## src/sv/pco_pkg.sv

```systemverilog
// ----------------------------------------------------------------------------
// pco_pkg
// shared types and constants of the phase continuous tone oscillator
// ----------------------------------------------------------------------------
`default_nettype none

package pco_pkg;

  // field widths of the item ports
  localparam int unsigned StepW = 31;
  localparam int unsigned AmpW  = 16;

  // angle handed to the rotator, turns scaled by 2^32
  localparam int unsigned TurnW = 32;

  // rotator datapath: x and y in Q2.30 with headroom, angle with one guard bit
  localparam int unsigned XyW  = 34;
  localparam int unsigned AngW = 33;

  // infinite-stage rotation gain in Q2.30
  localparam logic signed [XyW-1:0] CordicGain = 34'sd652032874;

  // arctangent of 2^-i in 2^-32 turns, rounded to nearest
  localparam int unsigned AtanLen = 24;
  localparam logic [TurnW-1:0] AtanTable [AtanLen] = '{
    32'd536870912, 32'd316933406, 32'd167458907, 32'd85004756,
    32'd42667331,  32'd21354465,  32'd10679838,  32'd5340245,
    32'd2670163,   32'd1335087,   32'd667544,    32'd333772,
    32'd166886,    32'd83443,     32'd41722,     32'd20861,
    32'd10430,     32'd5215,      32'd2608,      32'd1304,
    32'd652,       32'd326,       32'd163,       32'd81
  };

  // state handed from one rotator cell to the next
  typedef struct packed {
    logic signed [XyW-1:0]  x;
    logic signed [XyW-1:0]  y;
    logic signed [AngW-1:0] a;
    logic [AmpW-1:0]        amp;
  } pco_vec_t;

endpackage

`default_nettype wire

```

## src/sv/pco_cell.sv

```systemverilog
// ----------------------------------------------------------------------------
// pco_cell
// one rotation micro-step with its own pipeline register
// ----------------------------------------------------------------------------
`default_nettype none

module pco_cell
  import pco_pkg::*;
#(
  parameter int unsigned SHIFT = 0
) (
  input  logic     clk_i,
  input  logic     rst_ni,
  input  logic     valid_i,
  output logic     ready_o,
  input  pco_vec_t vec_i,
  output logic     valid_o,
  input  logic     ready_i,
  output pco_vec_t vec_o
);

  localparam logic signed [AngW-1:0] Angle = $signed({1'b0, AtanTable[SHIFT]});

  logic                  valid_q;
  pco_vec_t              vec_q, vec_d;
  logic signed [XyW-1:0] xs, ys;
  logic                  rot_pos;

  assign ready_o = !valid_q || ready_i;
  assign valid_o = valid_q;
  assign vec_o   = vec_q;

  always_comb begin
    xs      = $signed(vec_i.x) >>> SHIFT;
    ys      = $signed(vec_i.y) >>> SHIFT;
    rot_pos = !vec_i.a[AngW-1];
    vec_d   = vec_i;
    if (rot_pos) begin
      vec_d.x = vec_i.x - ys;
      vec_d.y = vec_i.y + xs;
      vec_d.a = vec_i.a - Angle;
    end else begin
      vec_d.x = vec_i.x + ys;
      vec_d.y = vec_i.y - xs;
      vec_d.a = vec_i.a + Angle;
    end
  end

  always_ff @(posedge clk_i or negedge rst_ni) begin
    if (!rst_ni) begin
      valid_q <= 1'b0;
    end else if (ready_o) begin
      valid_q <= valid_i;
    end
  end

  always_ff @(posedge clk_i) begin
    if (valid_i && ready_o) begin
      vec_q <= vec_d;
    end
  end

endmodule

`default_nettype wire

```

## config.mk

```make
export PLATFORM = sky130hd
export DESIGN_NAME = pco_cell
export DESIGN_NICKNAME = d
export VERILOG_FILES = /design/src/sv/pco_pkg.sv /design/src/sv/pco_cell.sv
export SDC_FILE = /design/constraint.sdc
export NUM_CORES = 1
export LEC_CHECK = 0
export BUFFER_PORTS_ARGS = -buffer_cell sky130_fd_sc_hd__clkbuf_2
export CORE_AREA = 4 4 113 168
export DETAILED_ROUTE_END_ITERATION = 16
export DIE_AREA = 0 0 117 172
export PLACE_DENSITY = 0.84
export SYNTH_ARGS = -nofsm -noshare
export SYNTH_HDL_FRONTEND = slang
export SYNTH_SLANG_ARGS = --single-unit
export TNS_END_PERCENT = 20
```

## constraint.sdc

```tcl
create_clock -name clk_i -period 5.65 [get_ports clk_i]
set_input_delay 0.2825 -clock clk_i [delete_from_list [all_inputs] [get_ports clk_i]]
set_output_delay 0.2825 -clock clk_i [all_outputs]
set_load 0.03 [all_outputs]
```

==> flow_summary.ini <==
[drt]
viasPerCell = 5.904
num_vias = 8519
met1Wirelength_um = 9985
dr_wl_met2_um = 14520
drc = 0
first_pass_iters = 5
dr_wl_met3_um = 1901
wl_um = 28100
top_layer_used = met4
routedWlPerCell_um = 19.47
drtIter0Drc = 759
ant_nets = 0

[power]
seqPwrFrac_pct = 33.9
p_comb_share_pct = 31.2
power_density_mw_per_mm2 = 285.4
switching_share_pct = 35.75
vdd_ir_drop_max_mv = 0.1570
leakagePower_nw = 5.085
p_sw_mw = 1.157
intPower_mw = 2.079
clkPwrFrac_pct = 34.9

[die]
dieArea_mm2 = 0.02012
die_x_um = 117
fp-row-count = 59
core-area_mm2 = 0.01742
ios = 240
die_h_um = 172
start_util_pct = 54.29

[yosys]
synth_top_cells_by_area = edfxtp_1 37%, ha_1 13%, a21oi_1 6.0%
seq_area_frac_synth_pct = 37.09
synth.distinct_cells = 80
synthTopCellsByCount = 116 x edfxtp_1, 114 x a21oi_1, 103 x inv_1
synthCells = 999
syn_area_mm2 = 0.009459
ys_warn_count = 0
synth_fp_nets = 1225
synth_top_area_cell = edfxtp_1
postSynth.asyncResetShare_pct = 0.8547
syn_avg_cell_area_um2 = 9.469
ys_ff_latch = 117
ys.flop_type = edfxtp_1
synth-edff-count = 116
synth.most_common_cell = edfxtp_1
synth_top_area_share_pct = 36.83

[global_routing]
gr-usage-all-layers_pct = 27.29
first_global_vias = 8412
grt_max_degree = 86
grt_pass1_wl_um = 42550
antenna_found_initial = 0
grt_overflow = 0

[timing]
setup_viol = 0
fin_crit_sh_pct = 54.41
worst_pin_slew_ns = 0.9583
fmax_ghz = 0.3253
fin_crit_ns = 3.074
fin_worst_skew_ns = 0.008143
slew_headroom_pct = 36.02
tns_ns = 0
slew_violations = 0
hold_viol_final = 0
rsz0062_at_grt = false

[final_layout]
num_antenna_cells = 0
syn2layout_area_growth_pct = 19.85
fin_util_pct = 65.07
layout-drive-gt1-share_pct = 25.28
nets = 1443

[worst_setup_path]
arrival_ns = 3.24
path_max_fanout = 12
r2r_cells = 3
endpoint_kind = register
cp-start-kind = primary input
critPathRequiredTime_ns = 5.82
ff2ff_setup_slack_ns = 3.36
critical_path_class = primary input to register

[cts]
cts_buffers = 17
clockBufferDepth = 2
cts-root-buf = clkbuf_16
clkLatencyLatePin_ns = 0.43
cts_setup_buffers = 0
h-tree-depth = 4
cts_sinks = 117
tritoncts = done
clkTransAtPathRegs_ns = 0.06

[run_status]
status = completed

[run]
cap_violations = 0

[hold_path]
min_delay_path_depth = 1
hp-class = primary input to register

[place]
port_buffers = 239
place_congestion = 1.011
hpwl_um = 21970
==> worst paths after layout <==
kind / start / endpoint
min in group asynchronous: rst_ni / valid_o
max in group asynchronous: rst_ni / valid_o
worst min-delay path: vec_i[20] / vec_o[20]
worst max-delay path: vec_i[53] / vec_o[78]
worst max register to register: valid_o / vec_o[34]
worst min register to register: valid_o / valid_o
==> critical path: stages <==
cell and delay [ns]:
clkbuf_2 0.10, inv_1 0.05, ha_1 0.51, and2_1 0.28
a31oi_1 0.19, nand2_1 0.19, a2111oi_0 0.48, a21oi_1 0.21
a31o_2 0.33, a211oi_1 0.32, a21oi_1 0.10, xnor2_1 0.18
==> per-stage QoR <==
| step | hold slack, ns | area, um^2 | worst slack, ns | total power [mW] | std cells |
|---|---|---|---|---|---|
| 3_3_place_gp | 0.05732 | 10720 | 2.156 | 2.097 | 1410 |
| 5_1_grt | 0.01523 | 11340 | 2.353 | 3.371 | 1443 |
| 6_report | 0.02597 | 11340 | 2.576 | 3.236 | 1443 |
| 4_1_cts | 0.01577 | 11340 | 2.662 | 3.242 | 1443 |
| 2_1_floorplan | -0.01309 | 9459 | 1.612 | 1.823 | 999 |
| 3_5_place_dp | 0.06110 | 10720 | 2.201 | 2.106 | 1410 |
==> cells by family (layout without fill, tap and decap cells) <==
kind of cell	Yosys count	in the layout	synth area share, %
adder cells (fa/ha/maj)	105	105	14.21
buffers and inverters	151	382	6.600
AND/OR/NAND/NOR	226	226	11.51
multiplexers	10	10	1.058
XOR/XNOR	66	66	6.111
flip-flops	117	117	37.09
AO/OA/AOI/OAI	324	324	23.43
==> placed cells by master (no fill, tap or decap), types with 14 or more instances in the layout <==
cell type	count
clkbuf_2	239
edfxtp_1	116
a21oi_1	114
inv_1	103
ha_1	101
nor2_1	74
o21ai_0	64
nand2_1	55
xnor2_1	55
o21bai_1	23
clkbuf_16	17
a21o_1	15
nor3_1	14
==> timing repair <==
item | in CTS | in global routing
hold buffers | 1 | 0
endpoints found under the setup margin | 0 | 0
hold endpoints to repair | 1 | 0
gates resized for setup | 0 | 0
==> metal layers <==
layer / vias up / GRT usage [%]
met2: 434 / 49.52
met3: 113 / 4.797
met4: 0 / 17.07
li1: 4040 / -
met1: 3932 / 28.56
met5: - / 0
==> power groups by stage <==
stage               clock, mW  combinational [mW]  sequential, mW
floorplan                   0               0.546            1.28
global placement            0               0.982            1.12
detailed placement          0               0.988            1.12
CTS                      1.15               0.997            1.10
global route             1.18                1.08            1.11
finish                   1.13                1.01            1.10
==> cell type report <==
type | instances | area [um^2]
multi-input combinational | 731 | 5329
tap | 213 | 266.5
sequential | 117 | 3508
timing repair buffer | 242 | 1221
inverter | 108 | 405.4
clock inverter | 15 | 181.4
fill | 1449 | 6085
clock buffer | 17 | 425.4
==> sequential cells by signal, summed over array words and instances, names as in the netlist <==
name	count
valid_o	1
vec_o	116
Note: power is estimated with default switching activity, not from simulation.
