--- src/sv/pco_pkg.sv ---
// ----------------------------------------------------------------------------
// pco_pkg
// shared types and constants of the phase continuous tone oscillator
// ----------------------------------------------------------------------------
`default_nettype none

package pco_pkg;

  // field widths of the item ports
  localparam int unsigned StepW = 31;
  localparam int unsigned AmpW  = 16;

  // angle handed to the rotator, turns scaled by 2^32
  localparam int unsigned TurnW = 32;

  // rotator datapath: x and y in Q2.30 with headroom, angle with one guard bit
  localparam int unsigned XyW  = 34;
  localparam int unsigned AngW = 33;

  // infinite-stage rotation gain in Q2.30
  localparam logic signed [XyW-1:0] CordicGain = 34'sd652032874;

  // arctangent of 2^-i in 2^-32 turns, rounded to nearest
  localparam int unsigned AtanLen = 24;
  localparam logic [TurnW-1:0] AtanTable [AtanLen] = '{
    32'd536870912, 32'd316933406, 32'd167458907, 32'd85004756,
    32'd42667331,  32'd21354465,  32'd10679838,  32'd5340245,
    32'd2670163,   32'd1335087,   32'd667544,    32'd333772,
    32'd166886,    32'd83443,     32'd41722,     32'd20861,
    32'd10430,     32'd5215,      32'd2608,      32'd1304,
    32'd652,       32'd326,       32'd163,       32'd81
  };

  // state handed from one rotator cell to the next
  typedef struct packed {
    logic signed [XyW-1:0]  x;
    logic signed [XyW-1:0]  y;
    logic signed [AngW-1:0] a;
    logic [AmpW-1:0]        amp;
  } pco_vec_t;

endpackage

`default_nettype wire

--- src/sv/pco_scale.sv ---
// ----------------------------------------------------------------------------
// pco_scale
// sine rounding, amplitude multiply and saturation, three register stages
// ----------------------------------------------------------------------------
`default_nettype none

module pco_scale
  import pco_pkg::*;
#(
  parameter int unsigned SAMPLE_BITS = 16
) (
  input  logic                          clk_i,
  input  logic                          rst_ni,
  input  logic                          valid_i,
  output logic                          ready_o,
  input  logic signed [XyW-1:0]         y_i,
  input  logic [AmpW-1:0]               amp_i,
  output logic                          valid_o,
  input  logic                          ready_i,
  output logic signed [SAMPLE_BITS-1:0] sample_o
);

  localparam int unsigned Sh    = 31 - SAMPLE_BITS;
  localparam int unsigned SineW = SAMPLE_BITS + 2;
  localparam int unsigned ProdW = SineW + AmpW + 1;

  localparam logic signed [XyW-1:0]   SineRnd = XyW'(1) <<< (Sh - 1);
  localparam logic signed [ProdW-1:0] ProdRnd = ProdW'(1) <<< 14;
  localparam logic signed [ProdW-1:0] SMax    = (ProdW'(1) <<< (SAMPLE_BITS - 1)) - ProdW'(1);
  localparam logic signed [ProdW-1:0] SMin    = -(ProdW'(1) <<< (SAMPLE_BITS - 1));

  logic                          rnd_valid_q, mul_valid_q, out_valid_q;
  logic                          rnd_ready, mul_ready, out_ready;
  logic signed [SineW-1:0]       sine_q;
  logic [AmpW-1:0]               amp_q;
  logic signed [ProdW-1:0]       prod_q;
  logic signed [SAMPLE_BITS-1:0] sample_q;

  logic signed [XyW-1:0]   y_rnd, y_sh;
  logic signed [ProdW-1:0] res;
  logic signed [SAMPLE_BITS-1:0] sat;

  assign out_ready = !out_valid_q || ready_i;
  assign mul_ready = !mul_valid_q || out_ready;
  assign rnd_ready = !rnd_valid_q || mul_ready;
  assign ready_o   = rnd_ready;
  assign valid_o   = out_valid_q;
  assign sample_o  = sample_q;

  // round half up to the sample grid
  always_comb begin
    y_rnd = y_i + SineRnd;
    y_sh  = y_rnd >>> Sh;
  end

  // round the product, then clamp to the sample range
  always_comb begin
    res = (prod_q + ProdRnd) >>> 15;
    if (res > SMax) begin
      sat = SMax[SAMPLE_BITS-1:0];
    end else if (res < SMin) begin
      sat = SMin[SAMPLE_BITS-1:0];
    end else begin
      sat = res[SAMPLE_BITS-1:0];
    end
  end

  always_ff @(posedge clk_i or negedge rst_ni) begin
    if (!rst_ni) begin
      rnd_valid_q <= 1'b0;
      mul_valid_q <= 1'b0;
      out_valid_q <= 1'b0;
    end else begin
      if (rnd_ready) begin
        rnd_valid_q <= valid_i;
      end
      if (mul_ready) begin
        mul_valid_q <= rnd_valid_q;
      end
      if (out_ready) begin
        out_valid_q <= mul_valid_q;
      end
    end
  end

  always_ff @(posedge clk_i) begin
    if (valid_i && rnd_ready) begin
      sine_q <= y_sh[SineW-1:0];
      amp_q  <= amp_i;
    end
    if (rnd_valid_q && mul_ready) begin
      prod_q <= $signed({1'b0, amp_q}) * sine_q;
    end
    if (mul_valid_q && out_ready) begin
      sample_q <= sat;
    end
  end

endmodule

`default_nettype wire

--- config.mk ---
export PLATFORM = sky130hd
export DESIGN_NAME = pco_scale
export DESIGN_NICKNAME = d
export VERILOG_FILES = /design/src/sv/pco_pkg.sv /design/src/sv/pco_scale.sv
export SDC_FILE = /design/constraint.sdc
export NUM_CORES = 1
export LEC_CHECK = 0
export ABC_AREA = 1
export CAP_MARGIN = 10
export CORE_MARGIN = 2
export CORE_UTILIZATION = 40
export DETAILED_ROUTE_END_ITERATION = 7
export DONT_BUFFER_PORTS = 1
export PLACE_DENSITY = 0.55
export SYNTH_ARGS = -nofsm -noshare
export SYNTH_HDL_FRONTEND = slang
export SYNTH_SLANG_ARGS = --single-unit
--- constraint.sdc ---
create_clock -name clk_i -period 15.8 [get_ports clk_i]
set_clock_uncertainty 0.1 [all_clocks]
set_input_delay 0.79 -clock clk_i [delete_from_list [all_inputs] [get_ports clk_i]]
set_output_delay 0.79 -clock clk_i [all_outputs]
set_load 0.01 [all_outputs]
==> summary.md <==
| Metric | Value |
|---|---|
| Cell taking the most area after synthesis | sky130_fd_sc_hd__fa_1 |
| Maximum cell stage delay along the critical path | 910 ps |
| Antenna viol nets, final | 0 |
| Hold EP | valid_o$_DFFE_PN0P_ |
| Post-detail-place hpwl | 28.47 mm |
| R2R depth | 19 |
| Final Wtd Congestion | 0.8469 |
| Cell breakdown of the critical path | nand2_1, fa_1, inv_1, fa_1, fa_1, fa_1, fa_1, inv_1, fa_1, inv_1, ha_1, nand2_1, inv_1, a21oi_1, a21boi_0, o21a_1, nand2_1, nand2_1, nand2_1 |
| Post-CTS Setup Repair Bufs | 0 |
| Synth Cell Area | about 15000 µm² |
| List of most frequent post-synthesis cells | sky130_fd_sc_hd__inv_1, sky130_fd_sc_hd__nand2_1, sky130_fd_sc_hd__fa_1 |
| Port bufs | 0 |
| DRC errors left | 0 |
| Vias in the first global route | around 12000 |
| Ant. Diodes | 0 |
| Worst slew margin | 38.69% |
| Top cells by area in the synthesized netlist | sky130_fd_sc_hd__fa_1, sky130_fd_sc_hd__edfxtp_1, sky130_fd_sc_hd__inv_1 |
| Share of post-route cells with drive strength above 1 | under 10% |
| Flops & latches, synth | 74 |
| Startpoint kind of the worst setup timing path | flop |
| Startpoint of the worst hold path | mul_valid_q$_DFFE_PN0P_ |
| Number of placement rows | 70 |
| Number of vias after detailed routing | between 10000 and 15000 |
| Overflow after GRT | 0 |
| Post-layout instance area | between 15000 and 20000 µm² |
| Horizontal extent of the die | 196.4 µm |
| CTS sink cnt | 74 |
| Fraction of synthesis flops using an asynchronous set or reset pin | 4.054% |
| Growth of design area from synthesis to finish | 4.417% |
| Final Routed Wirelength | 34.45 mm |
| Final Setup Violations | 0 |
| Status | complete, no violations |
| Number of ports placed on the die boundary | 72 |
| Post-Syn Instances | around 1800 |
| Clock input transition at the sequential cells of the worst setup and hold paths | 60 ps |
| Setup Total Neg Slack | 0 ps |
| Minimum period implied by the final worst setup slack | around 7000 ps |
| Number of flops mapped to enable cells by yosys | between 70 and 80 |
| Yosys cell types | 38 |
| Yosys Warn Count | 0 |
| Clock latency at the later pin of the worst-skew pair | 360 ps |
| Endpoint of the lowest-slack register-to-register path | prod_q[34]$_DFFE_PP_ |
| Post-Syn Area per Cell | 8.139 µm² |
| Nets in the synthesized netlist | 2254 |
| Count of routing violations after the opening detailed-route iteration | a little under 500 |
| Clock tree from TritonCTS | done |
| Final slew viol count | 0 |
| Routed vias/inst | about 4.8 |
| Worst Hold Margin | 375.7 ps |
| Setup repair after global routing missed its margin | false |
| Worst r2r src | amp_q[2]$_DFFE_PP_ |
| Hold-critical path depth | 2 |
| Critical path class | reg2reg |
| Floorplan core area | between 30000 and 40000 µm² |
| Worst Hold Class | reg2reg |
| Final nets | 2199 |
| Setup slack after placement | 8763 ps |
| Cell repeated most along the worst path | sky130_fd_sc_hd__fa_1 |
| Fraction of the cycle the final worst path needs | 44.05% |
| CP arrival | 6970 ps |
| Post-route worst setup slack | 8839 ps |
| Initial core utilization | between 40% and 50% |
| Routed wire per std cell | between 15 and 20 µm |
| Detailed-routing iteration count for the pre-antenna-repair pass | 5 |
| GR Util All Layers | 19.80% |
| CTS H-tree depth | 3 |
| Max Freq | ~140 MHz |
| Clock root cell | sky130_fd_sc_hd__clkbuf_16 |
| Register area share after synthesis | between 10% and 20% |
| Final Hold Viols | 0 |
| Most used standard cell by instance count after synthesis | sky130_fd_sc_hd__inv_1 |
| Flop-to-flop setup slack | between 8000 and 9000 ps |
| Largest net degree at the start of global routing | 35 |
| Share of Yosys cell area claimed by the top area cell type | 39.33% |
| Sort of element at the end of the critical path | flop |
| Leading register cell type out of synthesis | sky130_fd_sc_hd__edfxtp_1 |
| Total clock buffers created by CTS | 9 |
| Transition time of the tightest slew-check pin | 919.7 ps |
| Vertical die dimension | between 150 and 200 µm |
| Global-route wire length before repair | between 50 and 60 mm |
| Die area | 38590 µm² |
| CP max stage cell | sky130_fd_sc_hd__fa_1 |
| Required @ worst endpoint | 15810 ps |
| Max-cap violations | 0 |
| Crit path max fanout | 18 |
| Initial antenna violation count | 0 |
| Deepest clock path buffer count | 2 |
| Placement-stage cell area | ~15000 µm² |
## cell type report
type	instances	area (µm²)
well taps	468	585.6
clock inverters	7	93.84
clock buffers	9	225.2
repair buffers	3	25.02
fillers	3695	21060
multi-input cells	1146	10340
flip-flops and latches	74	2207
inverters	531	1993
## timing repair
action	CTS	global route
endpoints found under the hold margin	3	0
hold buffers	1	0
resized for setup	0	0
## worst max-delay path: cells and delay by family, from the launching register on
kind | cells | cell delay [ps]
DFF | 1 | 900
and+or+nand+nor | 5 | 600
adders and majority gates | 7 | 4110
buffers and inverters | 4 | 290
AOI/OAI and AO/OA | 3 | 700
## kinds of logic (layout without fill, tap and decap cells)
family	Yosys count	after routing	synth area share, %
flip-flops	74	74	14.90
adder cells (fa/ha/maj)	380	380	46.85
AND/OR/NAND/NOR	641	641	17.21
buffers and inverters	600	550	15.31
XOR/XNOR	43	43	2.542
AO/OA/AOI/OAI	82	82	3.193
## metal layers
layer | vias up | track usage, % | share of wire [%]
met5 | - | 0 | 0
met4 | 0 | 5.864 | 2.2
met3 | 45 | 2.156 | 3.7
met2 | 214 | 35.38 | 50
met1 | 5303 | 25.34 | 44
li1 | 5088 | - | -
## how the worst max path moves through the flow
stage,from,endpoint,slack [ps],cells after the start
3_5_place_dp,amp_q[2]$_DFFE_PP_,prod_q[34]$_DFFE_PP_,8760,19
4_1_cts,amp_q[2]$_DFFE_PP_,prod_q[34]$_DFFE_PP_,8730,19
5_1_grt,amp_q[2]$_DFFE_PP_,prod_q[31]$_DFFE_PP_,8340,19
2_1_floorplan,amp_q[4]$_DFFE_PP_,prod_q[33]$_DFFE_PP_,9600,22
6_report,amp_q[2]$_DFFE_PP_,prod_q[34]$_DFFE_PP_,8840,19
3_3_place_gp,amp_q[2]$_DFFE_PP_,prod_q[34]$_DFFE_PP_,8850,19
## state kept, by name, summed over array words and instances, names as in the netlist
signal and cells:
sine_q 18, amp_q 16, mul_valid_q 1, valid_o 1, sample_o 16, rnd_valid_q 1
prod_q 21
## layout by cell type, fill, tap and decap left out, types with 9 or more instances in the layout
cell type                   netlist  final
sky130_fd_sc_hd__a21oi_1         37     37
sky130_fd_sc_hd__inv_1          528    528
sky130_fd_sc_hd__o21ai_0         25     25
sky130_fd_sc_hd__xor2_1          26     26
sky130_fd_sc_hd__nor2_1          83     83
sky130_fd_sc_hd__nand3_1         39     39
sky130_fd_sc_hd__ha_1            89     89
sky130_fd_sc_hd__clkbuf_16        0      9
sky130_fd_sc_hd__edfxtp_1        71     71
sky130_fd_sc_hd__fa_1           291    291
sky130_fd_sc_hd__xnor2_1         17     17
sky130_fd_sc_hd__nand2_1        489    489
## per-stage QoR
stage	utilization, %	std cells
2_1_floorplan	-	1820
3_3_place_gp	41.45	2221
3_5_place_dp	41.45	2221
4_1_cts	42.35	2238
5_1_grt	42.35	2238
6_report	42.35	2238
Power is left out: the tool's default activity adds up to more than one toggle a clock period on the data nets, which glitch-free logic cannot reach.
